===== src/sop_pkg.sv =====
// shared types and constants for the set-of-stacks block
// no dependencies; imported by the controller, datapath, top level and checker
package sop_pkg;

    localparam int VALUE_W     = 32;
    localparam int REQ_W       = 2;
    localparam int IDX_W       = 3;
    localparam int CAP_W       = 5;
    localparam int STATUS_W    = 2;
    localparam int PIU_W       = 4;
    localparam int IN_TDATA_W  = 40;
    localparam int OUT_TDATA_W = 72;

    localparam logic [CAP_W-1:0] CAP_RESET = 5'd16;

    // request kinds
    localparam logic [REQ_W-1:0] REQ_PUSH   = 2'd0;
    localparam logic [REQ_W-1:0] REQ_POP    = 2'd1;
    localparam logic [REQ_W-1:0] REQ_POP_AT = 2'd2;
    localparam logic [REQ_W-1:0] REQ_NOP    = 2'd3;

    // result status codes
    localparam logic [STATUS_W-1:0] ST_OK        = 2'd0;
    localparam logic [STATUS_W-1:0] ST_FULL      = 2'd1;
    localparam logic [STATUS_W-1:0] ST_EMPTY     = 2'd2;
    localparam logic [STATUS_W-1:0] ST_BAD_INDEX = 2'd3;

    typedef struct packed {
        logic load_req;
        logic exec;
        logic load_out;
    } t_dp_cmd;

    typedef struct packed {
        logic out_valid;
    } t_dp_stat;

endpackage


===== src/sop_ctrl.sv =====
// sequencing state machine for the set-of-stacks block
// depends on sop_pkg; drives the datapath through t_dp_cmd
module sop_ctrl (
    input  logic             i_clk,
    input  logic             i_rst_n,
    input  logic             i_in_valid,
    input  logic             i_out_ready,
    input  sop_pkg::t_dp_stat i_stat,
    output logic             o_in_ready,
    output sop_pkg::t_dp_cmd  o_cmd
);
    import sop_pkg::*;

    localparam logic [1:0] S_IDLE = 2'd0;
    localparam logic [1:0] S_EXEC = 2'd1;
    localparam logic [1:0] S_DONE = 2'd2;

    logic [1:0] r_state;
    logic [1:0] n_state;
    logic       can_load;

    always_comb begin
        n_state    = r_state;
        o_in_ready = 1'b0;
        o_cmd      = '0;
        can_load   = !i_stat.out_valid || i_out_ready;
        case (r_state)
            S_IDLE: begin
                o_in_ready = 1'b1;
                if (i_in_valid) begin
                    o_cmd.load_req = 1'b1;
                    n_state        = S_EXEC;
                end
            end
            S_EXEC: begin
                o_cmd.exec = 1'b1;
                n_state    = S_DONE;
            end
            S_DONE: begin
                // result goes to the output register once it is free
                if (can_load) begin
                    o_cmd.load_out = 1'b1;
                    o_in_ready     = 1'b1;
                    if (i_in_valid) begin
                        o_cmd.load_req = 1'b1;
                        n_state        = S_EXEC;
                    end else begin
                        n_state = S_IDLE;
                    end
                end
            end
            default: begin
                n_state = S_IDLE;
            end
        endcase
    end

    always_ff @(posedge i_clk) begin
        if (!i_rst_n) begin
            r_state <= S_IDLE;
        end else begin
            r_state <= n_state;
        end
    end

endmodule


===== config.mk =====
export PLATFORM = sky130hd
export DESIGN_NAME = sop_ctrl
export DESIGN_NICKNAME = d
export VERILOG_FILES = /design/src/sop_pkg.sv /design/src/sop_ctrl.sv
export SDC_FILE = /design/constraint.sdc
export NUM_CORES = 1
export LEC_CHECK = 0
export ABC_AREA = 1
export BUFFER_PORTS_ARGS = -buffer_cell sky130_fd_sc_hd__buf_2
export CAP_MARGIN = 20
export CORE_AREA = 2 2 39 41
export CTS_CLUSTER_DIAMETER = 150
export DETAILED_ROUTE_END_ITERATION = 16
export DIE_AREA = 0 0 41 43
export GPL_ROUTABILITY_DRIVEN = 0
export HOLD_SLACK_MARGIN = 0.06
export SETUP_SLACK_MARGIN = 0.02
export SYNTH_ARGS = -nofsm -noshare
export SYNTH_HDL_FRONTEND = slang
export SYNTH_SLANG_ARGS = --single-unit

===== constraint.sdc =====
create_clock -name i_clk -period 1.3 [get_ports i_clk]
set_clock_uncertainty 0.2 [all_clocks]
set_input_delay 0.13 -clock i_clk [delete_from_list [all_inputs] [get_ports i_clk]]
set_output_delay 0.13 -clock i_clk [all_outputs]
set_load 0.05 [all_outputs]

# [Word-level counts from Yosys, hierarchy flattened]
# Index checks and enable logic that the tools add are counted.
[op_classes] n_eq_ne=4 n_reduce_logical=4 n_div=0 multipliers=0 bitwise_logic=0 magnitude_cmp=0 muxes=11 shift=0 add_sub_neg=0
[op_table] op="$mux 1" n=6
[op_table] op="$pmux 2 s3" n=1
[op_table] op="$mux 2" n=2
[op_table] op="$ne 2x2->1 const B" n=2
[op_table] op="$pmux 1 s2" n=2
[op_table] op="$eq 2x1->1 const B" n=1
[op_table] op="$eq 2x2->1 const B" n=1
[op_table] op="$logic_not 2->1" n=1
[op_table] op="$reduce_and 2->1" n=1
[op_table] op="$logic_not 1->1" n=1
[op_table] op="$logic_or 1x1->1" n=1
[totals] mem_bits_ro=0 word_cells=20 reg_bits=2 ramBits=0 output_inout_bits=4 memories=0 latchBits=0

# [Longest topological paths before layout]
# Gate-level depths: netlist of the first run.
[depth] ltp_word=4 mapped_depth=4 mapped_depth_nobuf=4

# [Worst setup path before layout of the first run]
# No wires, ideal clock.
[synth_path] kind="flip-flop to output port" start="reg r_state[1]" end="out o_in_ready" arrival_time_ns=1.125 path_stages_with_launch=2 path_slack_ns=-0.155 required_ns=0.970 path_buffers=0 cell_sequence="dfxtp_1 > a21oi_1"
[synth_via] elab_chain_len=2 word_cells_on_any_way=3 classes_between="1 x eq/ne; 1 x mux; 1 x reduce/logical"
[synth_rtl] element="start, declared" line="sop_ctrl.sv:18" rtl="logic [1:0] r_state;"
[synth_rtl] element="start signal, assigned" line="sop_ctrl.sv:62" rtl="r_state <= n_state;"
[synth_rtl] element="$eq 2x2->1 / $logic_not 2->1 (equally long branches)" line="sop_ctrl.sv:27" rtl="case (r_state)"
[synth_rtl] element="$pmux 1 s2 (*)" line="sop_ctrl.sv:27"
[synth_rtl] element="end, declared" line="sop_ctrl.sv:9" rtl="output logic o_in_ready,"
# Mark *: on every way between the ends. The rest lies on a longest branch, timed or not.

==> impl_metrics.yaml, run 1 <==
finish:
  regMostFlops: "r_state"
  reg_top3: "r_state x2"
  drive_above_1_share_pct: 64.7
  fill_cells: 166
  nets: 41
  antenna_cells: 0
  syn2layout_area_growth_pct: 119
  largest_register_ffs: 2
timing:
  fin_crit_sh_pct: 96.6
  worst_pin_slew_ns: 0.179
  hold_violations: 0
  layout_min_cycle_time_ns: 1.26
  slew_viol_final: 0
  tns_ns: 0
  relSlewSlack_pct: 88.0
  setup_viol: 0
  rsz0062_at_grt: "true"
  fmax_mhz: 796
clock_network:
  clockBufferDepth: 2
  cts_tree: "yes"
  cts_made_buffers: 3
  clockRootBuffer: "clkbuf_4"
  clk_latency_ns: 0.22
  cts_max_level: 1
  clkTransAtPathRegs_ns: 0.03
  cts.sinks: 2
setup_path:
  endpoint_kind: "output pin"
  crit_path_max_fanout: 4
  max_stage_delay_ns: 0.33
  cp_cell_sequence: "inv_2, nand2_1, nor2_2, buf_6"
  worstSetupPathType: "reg2out"
  critPathSlowestCell: "dfxtp_2"
  worstPathRequired_ns: 0.97
  cp.arrival_ns: 0.93
  start_kind: "flop"
worst_hold_path:
  hp-class: "in2reg"
global_routing:
  track_usage_pct: 5.30
  grt_pass1_vias: 162
  grt_pass1_wl_um: 545
  overflow: 0
  grt_max_degree: 6
  antenna_found_initial: 0
floorplan:
  start_util_pct: 9.22
  core_area_um2: 1380
  fp.dieArea_um2: 1760
  rows: 14
  num_io_pins: 9
  chipHeight_um: 43
  die_x_um: 41
outcome:
  status: "finished, final reports clean"
yosys:
  synth.avg_cell_area_um2: 6.08
  syn_inst: 21
  synthesis.nets: 26
  syn_area_um2: 128
  seq_area_frac_synth_pct: 31.4
  ys_types: 8
  yosys_warnings: 0
  synth-seq-cells: 2
placement:
  dp_hpwl_um: 248
  numPortBuffers: 8
job:
  drv_cap: 0
power:
  vdd_drop_max_v: 0.000224
  finalPower_mw: 0.282
  power.leakage_nw: 0.137
  powerDensity_nw_per_um2: 1010
routing:
  vias_per_cell: 3.30
  vias: 165
  drt.antenna.violating_nets: 0
  wirelength_um: 319
  drc: 0
  dr.pass1.iters: 2
  routedWlPerCell_um: 6.38
  drt_iter0_drc: 1
-- repair_timing --
item	CTS	global route
cloned	0	0
pin swaps	2	2
hold endpoints to repair	2	0
setup buffers	1	1
endpoints found under the setup margin	4	4
resized for setup	10	7
hold buffers	1	0
-- cell usage in the layout, fill, tap and decap left out, drive strengths merged --
cell type and instances:
buf 10, nand3 1, nor2 5, clkbuf 3, nand2 4, dlygate4sd3 1
inv 6, a21oi 2, dfxtp 2
-- worst max-delay path: cells and delay by family, from the launching register on --
kind	cells	cell delay, ns
buf+inv	2	0.22
flops	1	0.33
simple gates	2	0.14
-- per-layer routing --
| layer | GRT usage [%] | wire (um) | vias to the layer above |
|---|---|---|---|
| met1 | 3.81 | 121 | 75 |
| met2 | 7.19 | 179 | 4 |
| met5 | 0 | 0 | - |
| met3 | 3.14 | 18 | 0 |
| met4 | 8.00 | 0 | 0 |
| li1 | - | - | 86 |
-- logic make-up after synthesis --
kind of cell	Yosys count	synth area share, %
compound gates	2	10.8
simple gates	10	34.3
flops	2	31.4
buf+inv	7	23.5
-- report_power, final --
part / leakage [nW] / total [mW] / switching [mW] / internal [mW]
Combinational: 0.106 / 0.0793 / 0.0485 / 0.0308
Clock: 0.0138 / 0.133 / 0.0315 / 0.101
Sequential: 0.0175 / 0.0701 / 0.00534 / 0.0648
-- metrics by stage --
stage / instance area, um2 / util (%) / hold slack (ns) / setup slack (ns) / instances
global route: 279 / 20.2 / 0.0920 / 0.00294 / 50
floorplan: 130 / - / 0.0422 / -0.155 / 21
CTS: 245 / 17.7 / 0.0352 / 0.00800 / 49
finish: 279 / 20.2 / 0.0611 / 0.0443 / 50
detailed placement: 183 / 13.2 / 0.163 / 0.118 / 44
global placement: 183 / 13.2 / 0.165 / 0.133 / 44
-- synthesized netlist by cell type (all sizes together) --
cell / number / area share, %
nor2: 5 / 15
buf: 1 / 5.9
a21oi: 2 / 11
dfxtp: 2 / 31
inv: 6 / 18
nand3: 1 / 7.8
nand2: 4 / 12
-- final timing paths --
path                    from          to  slack (ns)  cells past startpoint
setup / recovery  r_state[0]    o_cmd[0]        0.04                      4
hold / removal        i_stat  r_state[0]        0.06                      4
setup reg to reg  r_state[1]  r_state[1]        0.36                      3
hold reg to reg   r_state[0]  r_state[0]        0.34                      3
-- cell type report --
type                       instances  area, um2  area share, %
clock buffer                       3       22.5           8.07
inverter                           6       22.5           8.07
multi-input combinational         12       82.6           29.6
sequential                         2       45.0           16.1
tap                               16       20.0           7.17
timing repair buffer              11       86.3           30.9
Note: power is estimated with default switching activity, not from simulation.
==> run 2, diff against run 1 <==
==> constraint.sdc (replaced) <==
create_clock -name i_clk -period 1.3 [get_ports i_clk]
set_clock_uncertainty 0.2 [all_clocks]
set_input_delay 0.195 -clock i_clk [delete_from_list [all_inputs] [get_ports i_clk]]
set_output_delay 0.195 -clock i_clk [all_outputs]
set_load 0.05 [all_outputs]
==> run 2 against run 1 <==
  * Total power rose by 7.5%
  * Setup slack got worse by 0.065 ns
  * Flip-flop and latch count did not move
  * Utilization rose by 4.2 points
  * The run now ends with negative setup slack left
  * Largest power group unchanged
  * Maximum frequency fell by 4.9%
  * Clock power barely moved
  * Highest routed layer unchanged
  * Register-to-register slack got worse by 0.14 ns
  * Sequential share of layout area fell by 2.0 points
  * Sequential power rose by 1%
==> impl_metrics.yaml, run 2 (synthesis gave the netlist of run 1 again) <==
routing:
  vias: 179
  wirelength_um: 401
  dr.pass1.iters: 1
  drc: 0
  drt_iter0_drc: 0
  drt.antenna.violating_nets: 0
  vias_per_cell: 3.31
  routedWlPerCell_um: 7.43
setup_path:
  critPathTopFamily: "flip-flops"
  worstSetupPathType: "reg2out"
  max_stage_delay_ns: 0.36
  worstPathRequired_ns: 0.90
  crit_path_max_fanout: 4
  critPathSlowestCell: "dfxtp_4"
  crit_buf_inv: 2
  endpoint_kind: "output pin"
  cp.arrival_ns: 0.93
  start_kind: "flop"
  cp_cell_sequence: "inv_4, nand2_2, nor2_4, buf_8"
power:
  power.leakage_nw: 0.162
  powerDensity_nw_per_um2: 902
  intPower_mw: 0.209
  power.share.clock_pct: 44.4
  vdd_drop_max_v: 0.000241
  pwr-share-comb_pct: 32.2
  p_sw_share_pct: 31.0
  p_sw_mw: 0.0941
  power_frac_seq_pct: 23.4
clock_network:
  clkTransAtPathRegs_ns: 0.03
  clockBufferDepth: 2
  cts.sinks: 2
  clk_latency_ns: 0.22
  cts_made_buffers: 3
  cts_tree: "yes"
  clockRootBuffer: "clkbuf_4"
  cts_max_level: 1
finish:
  layout_commonest_cell: "buf_4"
  drive_above_1_share_pct: 73.7
  nets: 45
  regMostFlops: "r_state"
  fill_cells: 154
  reg_top3: "r_state x2"
  largest_register_ffs: 2
  antenna_cells: 0
  layout_common_cells: "buf_4 (6), inv_1 (4), buf_2 (4)"
  stdcell_area_um2: 337
  stdcell_count: 54
  syn2layout_area_growth_pct: 164
timing:
  hold_violations: 0
  tns_ns: -0.0624
  setup_viol: 4
  relSlewSlack_pct: 85.7
  fin_crit_sh_pct: 102
  worst_slack_ns: -0.0210
  fmax_mhz: 757
  slew_viol_final: 0
  rsz0062_at_grt: "true"
  worst_pin_slew_ns: 0.214
  layout_min_cycle_time_ns: 1.32
global_routing:
  overflow: 0
  track_usage_pct: 5.51
  antenna_found_initial: 0
  grt_pass1_wl_um: 593
  grt_max_degree: 6
  grt_pass1_vias: 159
floorplan:
  start_util_pct: 9.22
  core_area_um2: 1380
  fp.dieArea_um2: 1760
  num_io_pins: 9
  die_x_um: 41
  chipHeight_um: 43
  rows: 14
outcome:
  status: "finished, violations left"
  violations: "negative setup slack"
job:
  drv_cap: 0
placement:
  dpl.cell_count: 45
  numPortBuffers: 8
  dpl_cell_area_um2: 195
worst_hold_path:
  hp-class: "in2reg"
==> run 2: per-stage QoR <==
step	power (mW)	hold slack [ns]	setup WS [ns]	utilization, %
2_1_floorplan	0.116	0.107	-0.220	-
3_3_place_gp	0.132	0.231	0.0499	14.1
3_5_place_dp	0.132	0.228	0.0354	14.1
4_1_cts	0.303	0.145	-0.0337	22.3
5_1_grt	0.325	0.217	-0.0665	24.3
6_report	0.304	0.196	-0.0210	24.3
==> run 2: worst min-delay path: cells and delay by family <==
family / cells / cell delay (ns)
buf+inv: 2 / 0.20
simple gates: 3 / 0.19
==> run 2: final timing paths <==
path | startpoint | endpoint | slack, ns | cells after the start
worst min register to register | r_state[1] | r_state[1] | 0.37 | 3
worst min-delay path | i_stat | r_state[0] | 0.20 | 5
worst max-delay path | r_state[0] | o_cmd[0] | -0.02 | 4
worst max register to register | r_state[1] | r_state[1] | 0.22 | 4
==> run 2: routing by layer <==
metal  vias up  GRT usage [%]  wire length [um]
met5         -              0                 0
met4         0           6.00                 0
met3         0           3.14                21
met2         5           6.88               238
met1        80           5.75               140
li1         94              -                 -
==> run 2: repair_timing <==
action | CTS | global route
pin swaps | 5 | 1
gates resized for setup | 19 | 5
hold endpoints to repair | 2 | 0
buffers inserted | 4 | 1
setup endpoints to repair | 4 | 4
hold buffers | 1 | 0
==> run 2: power by group through the flow <==
stage	clock network, mW	registers [mW]	logic, mW
detailed placement	0	0.0698	0.0625
CTS	0.144	0.0694	0.0889
global route	0.149	0.0718	0.104
floorplan	0	0.0690	0.0470
global placement	0	0.0696	0.0622
finish	0.135	0.0709	0.0977
==> run 2: area by class of cell <==
class,count,area (um2),share of cell area [%]
well taps,16,20.0,5.95
repair buffers,15,128,37.9
inverters,6,25.0,7.43
clock buffers,3,22.5,6.69
multi-input cells,12,93.8,27.9
flip-flops and latches,2,47.5,14.1
